<file path="src/design/plc_pkg.sv">
`timescale 1ns / 1ps

package plc_pkg;

	typedef enum logic [2:0] {
		CMD_INS_FRONT = 3'd0,
		CMD_INS_BACK  = 3'd1,
		CMD_DEL_FRONT = 3'd2,
		CMD_DEL_BACK  = 3'd3,
		CMD_INS_AT    = 3'd4,
		CMD_DEL_AT    = 3'd5,
		CMD_DUMP      = 3'd6
	} cmd_t;

	typedef enum logic [1:0] {
		STAT_OK      = 2'd0,
		STAT_INVALID = 2'd1,
		STAT_FULL    = 2'd2,
		STAT_EMPTY   = 2'd3
	} status_t;

	typedef enum logic [1:0] {
		ST_IDLE = 2'b01,
		ST_DUMP = 2'b10
	} state_t;

	typedef struct packed {
		logic exec;
		logic dump_step;
	} ctl_t;

	typedef struct packed {
		logic dump_go;
		logic dump_end;
	} stat_t;

endpackage

</file>
<file path="src/design/plc_ctrl.sv">
`timescale 1ns / 1ps

module plc_ctrl (
	input  logic           clk,
	input  logic           arst_n,
	input  logic           start,
	output logic           busy,
	input  plc_pkg::stat_t stat,
	output plc_pkg::ctl_t  ctl
);

	plc_pkg::state_t state_q;
	plc_pkg::state_t state_nxt;

	assign busy          = (state_q == plc_pkg::ST_DUMP);
	assign ctl.exec      = start && (state_q == plc_pkg::ST_IDLE);
	assign ctl.dump_step = (state_q == plc_pkg::ST_DUMP);

	always_comb begin
		state_nxt = state_q;
		case (state_q)
			plc_pkg::ST_IDLE: begin
				if (ctl.exec && stat.dump_go) begin
					state_nxt = plc_pkg::ST_DUMP;
				end
			end
			plc_pkg::ST_DUMP: begin
				if (stat.dump_end) begin
					state_nxt = plc_pkg::ST_IDLE;
				end
			end
			default: begin
				state_nxt = plc_pkg::ST_IDLE;
			end
		endcase
	end

	always_ff @(posedge clk or negedge arst_n) begin
		if (!arst_n) begin
			state_q <= plc_pkg::ST_IDLE;
		end else begin
			state_q <= state_nxt;
		end
	end

endmodule

</file>
<file path="src/design/plc_dpath.sv">
`timescale 1ns / 1ps

module plc_dpath #(
	parameter int CAPACITY = 16
) (
	input  logic                clk,
	input  logic                arst_n,
	input  plc_pkg::ctl_t       ctl,
	output plc_pkg::stat_t      stat,
	input  logic         [2:0]  cmd,
	input  logic signed  [31:0] value,
	input  logic         [4:0]  position,
	output logic                strobe,
	output logic         [1:0]  status,
	output logic         [4:0]  entry_count,
	output logic signed  [31:0] element,
	output logic                element_valid,
	output logic                last
);

	localparam int CW = $clog2(CAPACITY + 1);
	localparam int IW = $clog2(CAPACITY);
	localparam int PW = ((CW > 5) ? CW : 5) + 1;

	logic [31:0]     elements_q [CAPACITY];
	logic [31:0]     elem_nxt   [CAPACITY];
	logic [31:0]     up_w       [CAPACITY];
	logic [31:0]     dn_w       [CAPACITY];
	logic [CW-1:0]   count_q;
	logic [CW-1:0]   count_nxt;
	logic [IW-1:0]   dump_idx_q;

	logic            strobe_q;
	plc_pkg::status_t status_q;
	logic [31:0]     element_q;
	logic            element_valid_q;
	logic            last_q;

	logic [PW-1:0]   pos_w;
	logic [PW-1:0]   cnt_w;
	logic [PW-1:0]   slot;
	logic            ins_req;
	logic            del_req;
	logic            is_at;
	logic            full;
	logic            empty;
	logic            ins_ok;
	logic            del_ok;
	plc_pkg::status_t stat_code;

	for (genvar g = 0; g < CAPACITY; g++) begin : g_nbr
		if (g == CAPACITY - 1) begin : g_top
			assign up_w[g] = elements_q[g];
		end else begin : g_mid
			assign up_w[g] = elements_q[g+1];
		end
		if (g == 0) begin : g_bot
			assign dn_w[g] = elements_q[g];
		end else begin : g_low
			assign dn_w[g] = elements_q[g-1];
		end
	end

	assign pos_w = PW'(position);
	assign cnt_w = PW'(count_q);
	assign full  = (count_q == CW'(CAPACITY));
	assign empty = (count_q == '0);

	assign stat.dump_go  = (cmd == plc_pkg::CMD_DUMP) && !empty;
	assign stat.dump_end = (dump_idx_q == IW'(count_q - CW'(1)));

	always_comb begin
		ins_req = 1'b0;
		del_req = 1'b0;
		is_at   = 1'b0;
		slot    = '0;
		case (cmd)
			plc_pkg::CMD_INS_FRONT: begin
				ins_req = 1'b1;
			end
			plc_pkg::CMD_INS_BACK: begin
				ins_req = 1'b1;
				slot    = cnt_w;
			end
			plc_pkg::CMD_INS_AT: begin
				ins_req = 1'b1;
				is_at   = 1'b1;
				slot    = pos_w - PW'(1);
			end
			plc_pkg::CMD_DEL_FRONT: begin
				del_req = 1'b1;
			end
			plc_pkg::CMD_DEL_BACK: begin
				del_req = 1'b1;
				slot    = cnt_w - PW'(1);
			end
			plc_pkg::CMD_DEL_AT: begin
				del_req = 1'b1;
				is_at   = 1'b1;
				slot    = pos_w - PW'(1);
			end
			default: begin
			end
		endcase

		ins_ok = ins_req && !full &&
			(!is_at || ((pos_w != '0) && (pos_w <= cnt_w + PW'(1))));
		del_ok = del_req && !empty &&
			(!is_at || ((pos_w != '0) && (pos_w <= cnt_w)));

		if (ins_req && full) begin
			stat_code = plc_pkg::STAT_FULL;
		end else if (del_req && empty) begin
			stat_code = plc_pkg::STAT_EMPTY;
		end else if ((ins_req && !ins_ok) || (del_req && !del_ok)) begin
			stat_code = plc_pkg::STAT_INVALID;
		end else begin
			stat_code = plc_pkg::STAT_OK;
		end

		count_nxt = count_q;
		if (ctl.exec && ins_ok) begin
			count_nxt = count_q + CW'(1);
		end else if (ctl.exec && del_ok) begin
			count_nxt = count_q - CW'(1);
		end
	end

	always_comb begin
		for (int i = 0; i < CAPACITY; i++) begin
			elem_nxt[i] = elements_q[i];
			if (ctl.dump_step) begin
				if (PW'(i) + PW'(1) < cnt_w) begin
					elem_nxt[i] = up_w[i];
				end else if (PW'(i) + PW'(1) == cnt_w) begin
					elem_nxt[i] = elements_q[0];
				end
			end else if (ctl.exec && ins_ok) begin
				if (PW'(i) == slot) begin
					elem_nxt[i] = value;
				end else if (PW'(i) > slot) begin
					elem_nxt[i] = dn_w[i];
				end
			end else if (ctl.exec && del_ok) begin
				if (PW'(i) >= slot) begin
					elem_nxt[i] = up_w[i];
				end
			end
		end
	end

	always_ff @(posedge clk) begin
		for (int i = 0; i < CAPACITY; i++) begin
			elements_q[i] <= elem_nxt[i];
		end
	end

	always_ff @(posedge clk or negedge arst_n) begin
		if (!arst_n) begin
			count_q    <= '0;
			dump_idx_q <= '0;
			strobe_q   <= 1'b0;
		end else begin
			count_q  <= count_nxt;
			strobe_q <= ctl.dump_step || (ctl.exec && !stat.dump_go);
			if (ctl.exec) begin
				dump_idx_q <= '0;
			end else if (ctl.dump_step) begin
				dump_idx_q <= dump_idx_q + IW'(1);
			end
		end
	end

	always_ff @(posedge clk) begin
		if (ctl.dump_step) begin
			status_q        <= plc_pkg::STAT_OK;
			element_q       <= elements_q[0];
			element_valid_q <= 1'b1;
			last_q          <= stat.dump_end;
		end else if (ctl.exec) begin
			status_q        <= stat_code;
			element_q       <= '0;
			element_valid_q <= 1'b0;
			last_q          <= 1'b1;
		end
	end

	assign strobe        = strobe_q;
	assign status        = status_q;
	assign entry_count   = 5'(count_q);
	assign element       = element_q;
	assign element_valid = element_valid_q;
	assign last          = last_q;

endmodule

</file>
<file path="src/design/positional_list_store.sv">
// Insert, delete, unused codes and an empty dump give one word, in the cycle after start.
// One such command is accepted per cycle while idle; busy stays low.
// Dump of n elements: the state turns ST_DUMP, then each word is taken from cell 0, one per
// cycle as the register chain rotates its occupied cells; busy stays high through the dump.
// Reset clears the count and the controller; element storage is not cleared.
// The receiver cannot stall: each word is on the ports for one cycle, marked by strobe.
`timescale 1ns / 1ps

module positional_list_store #(
	parameter int CAPACITY = 16
) (
	input  logic               clk,
	input  logic               arst_n,
	input  logic               start,
	output logic               busy,
	input  logic        [2:0]  cmd,
	input  logic signed [31:0] value,
	input  logic        [4:0]  position,
	output logic               strobe,
	output logic        [1:0]  status,
	output logic        [4:0]  entry_count,
	output logic signed [31:0] element,
	output logic               element_valid,
	output logic               last
);

	plc_pkg::ctl_t  ctl;
	plc_pkg::stat_t stat;

	plc_ctrl u_ctrl (
		.clk    (clk),
		.arst_n (arst_n),
		.start  (start),
		.busy   (busy),
		.stat   (stat),
		.ctl    (ctl)
	);

	plc_dpath #(
		.CAPACITY (CAPACITY)
	) u_dpath (
		.clk           (clk),
		.arst_n        (arst_n),
		.ctl           (ctl),
		.stat          (stat),
		.cmd           (cmd),
		.value         (value),
		.position      (position),
		.strobe        (strobe),
		.status        (status),
		.entry_count   (entry_count),
		.element       (element),
		.element_valid (element_valid),
		.last          (last)
	);

endmodule

</file>
<file path="config.mk">
export PLATFORM = sky130hd
export DESIGN_NAME = positional_list_store
export DESIGN_NICKNAME = d
export VERILOG_FILES = /design/src/design/plc_pkg.sv /design/src/design/plc_ctrl.sv /design/src/design/plc_dpath.sv /design/src/design/positional_list_store.sv
export SDC_FILE = /design/constraint.sdc
export NUM_CORES = 2
export LEC_CHECK = 0
export ABC_AREA = 0
export BUFFER_PORTS_ARGS = -buffer_cell sky130_fd_sc_hd__buf_2
export CORE_ASPECT_RATIO = 2
export CORE_MARGIN = 4
export CORE_UTILIZATION = 55
export CTS_BUF_LIST = sky130_fd_sc_hd__clkbuf_4
export DETAILED_ROUTE_END_ITERATION = 10
export HOLD_SLACK_MARGIN = 0.05
export PLACE_DENSITY = 0.79
export RECOVER_POWER = 50
export SLEW_MARGIN = 20
export SYNTH_ARGS = -nofsm -noshare
export SYNTH_HDL_FRONTEND = slang
export SYNTH_SLANG_ARGS = --single-unit
export TNS_END_PERCENT = 50
</file>
<file path="constraint.sdc">
create_clock -name clk -period 10.2 [get_ports clk]
set_input_delay 2.55 -clock clk [delete_from_list [all_inputs] [get_ports clk]]
set_output_delay 2.55 -clock clk [all_outputs]
set_load 0.01 [all_outputs]
</file>
Word level (Yosys, flattened, before mapping). Memories as Yosys holds them, arrays and structs flattened. Cells that the tools add are included. Widths: inputs -> output; s select.

Bits in read-only memories: 0. Flip-flop bits (word level): 48. Memory bits (writable): 512. Logic and storage cells: 283. Memories kept: 1. Output and inout bits: 43. Bits in latches: 0.

Memory list: u_dpath.elements_q (words 16, bits a word 32, rd ports 16, clocked after Yosys merged registers in 0, write ports 16, RTL line plc_dpath.sv:25) `logic [31:0] elements_q [CAPACITY];`.

Shifts and indexed selects: 0. Divide/modulo/power cells: 0. $lt $le $gt $ge: 48. $add $sub $neg: 6. Reductions and logical operators: 36. Equality and inequality tests: 42. $mul: 0. Bitwise operators: 0. Mux-type cells: 142.

Operator list (count): $mux 32 (126); $eq 4x6->1 const A (8); $gt 4x6->1 const A (8); $ge 4x6->1 const A (7); $eq 4x5->1 const A (8); $lt 4x5->1 const A (8); $eq 3x6->1 const A (4); $ge 3x6->1 const A (4); $gt 3x6->1 const A (4); $eq 3x5->1 const A (4); $lt 3x5->1 const A (4); $pmux 6 s3 (1); $logic_and 1x1->1 (16); $eq 2x6->1 const A (2); $ge 1x6->1 const A (2); $ge 2x6->1 const A (2); $gt 2x6->1 const A (2); $sub 5x1->6 const B (2); $eq 2x5->1 const A (2); $lt 2x5->1 const A (2); $mux 5 (2); $eq 3x3->1 const B (3); $mux 2 (4); $mux 4 (2); 31 further kinds (47).

Longest topological paths before layout.
Depth in word-level cells: 12. Gate-level depth with buffers: 15. Mapped depth without buffers: 11.

Modules after synthesis. From an unflattened synthesis, not the netlist that was laid out.

Cell total of the unflattened synthesis: 3571. Area total of the unflattened synthesis: 36157.2 µm².

By module, submodules not included: plc_dpath (area each 36060.8 µm², cells each 3561, times used 1, sequential area each 16676.0 µm²); plc_ctrl (area each 96.3 µm², cells each 10, times used 1, sequential area each 51.3 µm²).

Worst setup path after synthesis. No wires, ideal clock.

Path type: input -> register. Start: input cmd[1]. End: memory u_dpath.elements_q[8][0], in the netlist u_dpath.elements_q[1][0] (enable). Data arrival time: 7.159 ns. Library setup time: 0.470 ns. Slack: 2.571 ns. Required time: 9.730 ns. Stages on the path: 11. Cells stage by stage: nand2b_1 buf_2 mux2i_1 ha_1 a21boi_0 o21bai_1 nand4_1 nor4_4 buf_2 nor3_1 a211oi_1.

RTL lines: from (decl) (RTL line positional_list_store.sv:16) `input logic [2:0] cmd,`; to (decl) (RTL line plc_dpath.sv:25).

==> results.json <==
{
  "grt_pass1_vias": 27100,
  "final_cell_mix": "edfxtp_1, mux2i_1, o22ai_1, a21oi_1, clkbuf_4",
  "viasPerCell": 7.78,
  "relSlewSlack_pct": -161,
  "drc": 0,
  "cp_top_family": "compound AO/OA/AOI/OAI gates",
  "ys.flop_type": "edfxtp_1",
  "cpPeakStageDelay_ns": 1.97,
  "p_sw_share_pct": 37.3,
  "globalplace.congestion": 0.949,
  "period_needed_ns": 8.18,
  "track_usage_pct": 36.1,
  "avgSynthCellArea_um2": 11.4,
  "cts_tree": "yes",
  "cts_setup_buffers": 0,
  "worst_pin_slew_ns": 3.91,
  "drt_iter0_drc": 4643,
  "synth_cells": 2663,
  "numCtsBuffers": 119,
  "ys_top_cells_by_area": "edfxtp_1, mux2i_1, o22ai_1",
  "ys_seq_area_share_pct": 55.2,
  "clock_sinks": 560,
  "cp_slowest_cell": "a211o_1",
  "path_class": "flop to flop",
  "die_w_um": 174,
  "regArea_mm2": 0.0167,
  "period_share_pct": 80.2,
  "worst_slack_ns": 2.02,
  "post-place-ws_ns": 3.02,
  "critPathMaxFanout": 62,
  "area_delta_synth_final_pct": 7.51,
  "dp_hpwl_um": 62900,
  "violations": "capacitance limit, slew limit",
  "combPwrFrac_pct": 30.4,
  "critPathLaunchType": "flop",
  "finalNetCount": 2716,
  "hold_viol": 0,
  "cts_root_buffer": "clkbuf_4",
  "slew_violations": 652,
  "fp.dieH_um": 340,
  "outcome": "finished, violations left",
  "grt_antenna_before_repair": 2,
  "synth_top_cell_by_area": "edfxtp_1",
  "yosysWarnings": 0,
  "critPathBufInv": 4,
  "fin_skew_ns": 0.0678,
  "routedWlPerCell_um": 32.5,
  "endpoint_kind": "flop",
  "final_util_pct": 59.8,
  "pwr_density_cell_mw_per_mm2": 233,
  "io_buffer_count": 85,
  "worst_skew_pair.late_latency_ns": 0.94,
  "syn_area_mm2": 0.0303,
  "ys_seq_elements": 560,
  "pwr-share-seq_pct": 46.3,
  "grt_pass1_wl_um": 163000,
  "start_util_pct": 55.6,
  "io_pins": 86,
  "clkPwrFrac_pct": 23.3,
  "finalSetupViolations": 0,
  "coreArea_mm2": 0.0545,
  "worstPathCellList": "clkbuf_1 > inv_1 > buf_4 > xnor2_1 > ha_1 > and3_1 > and3_1 > a221oi_1 > a211o_1 > nand2_1 > clkbuf_1 > o22ai_1 > a21oi_1",
  "cts.clk_slew.worst_paths_ns": 0.08,
  "fin_cells": 3425,
  "cts.repair.resized": 0,
  "ys_types": 64,
  "die_area_mm2": 0.0591,
  "cts_buffer_depth": 3,
  "cp.arrival_ns": 8.80,
  "drv_cap": 22,
  "max_freq_mhz": 122,
  "final_common_cell": "edfxtp_1",
  "power_leakage_uw": 0.0114,
  "overflow": 0,
  "synth-edff-count": 545,
  "first_pass_iters": 10,
  "async_flop_share_pct": 2.14,
  "min-delay-path-class": "flop to flop",
  "switchingPower_uw": 2830,
  "n_fill_cell": 4397,
  "syn-num-nets": 2723,
  "synth_top_area_share_pct": 54.0,
  "crit_required_ns": 10.82,
  "fin_tns_setup_ns": 0,
  "grt_start_max_net_pins": 107,
  "vias": 26600,
  "placed_cells": 3210,
  "ant_nets": 0,
  "multiInputGateArea_mm2": 0.0124,
  "intPower_uw": 4760,
  "ir_worst_vdd_mv": 0.135,
  "final_layout_size_suffix_gt1_share_pct": 12.2,
  "ctsHoldBuffers": 0,
  "htreeDepth": 3,
  "rsz0062_at_grt": "false",
  "rows": 121,
  "drt-total-wl_um": 111000
}
## worst paths after layout
kind	from	end	slack, ns	depth (start not counted)
setup / recovery	u_dpath.entry_count[4]$_DFFE_PN0P_	u_dpath.elements_q[0][140]$_DFFE_PP_	2.02	13
hold / removal	u_dpath.element_valid$_SDFFE_PP1P_	u_dpath.element_valid$_SDFFE_PP1P_	0.47	2
setup reg to reg	u_dpath.entry_count[4]$_DFFE_PN0P_	u_dpath.elements_q[0][140]$_DFFE_PP_	2.02	13
hold reg to reg	u_dpath.element_valid$_SDFFE_PP1P_	u_dpath.element_valid$_SDFFE_PP1P_	0.47	2
max in group asynchronous	arst_n	u_dpath.entry_count[0]$_DFFE_PN0P_	8.12	1
min in group asynchronous	arst_n	u_dpath.dump_idx_q[2]$_DFFE_PN0P_	1.64	1
## Yosys cell counts (all sizes together) (3+ instances only)
master / number
dfrtp: 11
nand4: 7
nor4bb: 3
nor2b: 5
a31oi: 5
a21o: 4
a211o: 3
o211ai: 33
o21bai: 6
and3: 40
nor2: 101
mux2i: 237
nor4: 14
nor3: 82
o31ai: 4
xor2: 4
dfxtp: 3
inv: 35
buf: 78
o22ai: 235
xnor2: 14
nand2b: 4
a21oi: 188
a221o: 121
or3: 3
a22o: 89
o21ai: 118
a211oi: 100
a221oi: 4
and2: 39
nand2: 162
ha: 17
nand3: 45
clkbuf: 212
edfxtp: 545
or2: 7
a22oi: 63
## per-stage QoR
step	cell area, um2	hold WS (ns)	total power [uW]
2_1_floorplan	30300	0.494	4900
3_3_place_gp	31300	0.457	5650
3_5_place_dp	31300	0.460	5750
4_1_cts	32800	0.478	7500
5_1_grt	32600	0.508	7830
6_report	32600	0.471	7600
## cell families (layout without fill, tap and decap cells)
group | Yosys count | count (layout) | synth area share (%)
AOI/OAI and AO/OA | 983 | 983 | 22.4
DFF | 560 | 560 | 55.2
and+or+nand+nor | 521 | 521 | 8.68
buffers and inverters | 325 | 410 | 4.61
muxes | 239 | 239 | 7.92
xor gates and xnor gates | 18 | 18 | 0.520
adders and majority gates | 17 | 17 | 0.702
other | 0 | 1 | 0
## registers in the layout, summed over array words and instances, names as in the netlist
signal / flops
u_dpath.dump_idx_q: 4
u_dpath.last: 1
u_dpath.elements_q: 512
u_dpath.element_valid: 1
u_dpath.element: 32
u_ctrl.state_q: 2
u_dpath.entry_count: 5
u_dpath.status: 2
u_dpath.strobe: 1
## final cells by class
cell class	instances	share of cell area, %
sequential	560	51.4
multi-input combinational	1778	38.1
clock buffer	175	4.03
timing repair buffer	162	2.87
tap	676	2.60
clock inverter	38	0.649
inverter	35	0.403
antenna	1	0.00768
## power groups by stage
stage                     Combinational [uW]  Clock, uW  Sequential, uW
after floorplan                         1500          0            3400
after global placement                  2150          0            3500
after detailed placement                2230          0            3520
after CTS                               2240       1780            3480
after global routing                    2400       1890            3540
final                                   2310       1770            3520
## per-layer routing
layer | vias up | global-route usage [%] | wire [um]
met4 | 2 | 29.7 | 11500
met2 | 2659 | 58.5 | 51900
met1 | 12400 | 39.5 | 33700
li1 | 10700 | - | -
met5 | - | 0 | 13
met3 | 854 | 9.67 | 14300
## worst reg2reg max path: stages, from the launching register on
cell and delay (ns):
dfrtp_1 0.32, clkbuf_1 0.87, inv_1 0.09, buf_4 0.38, xnor2_1 0.40, ha_1 0.31
and3_1 0.19, and3_1 0.18, a221oi_1 0.57, a211o_1 1.97, nand2_1 1.27, clkbuf_1 0.88
o22ai_1 0.39, a21oi_1 0.08
Note: power is estimated with default switching activity, not from simulation.
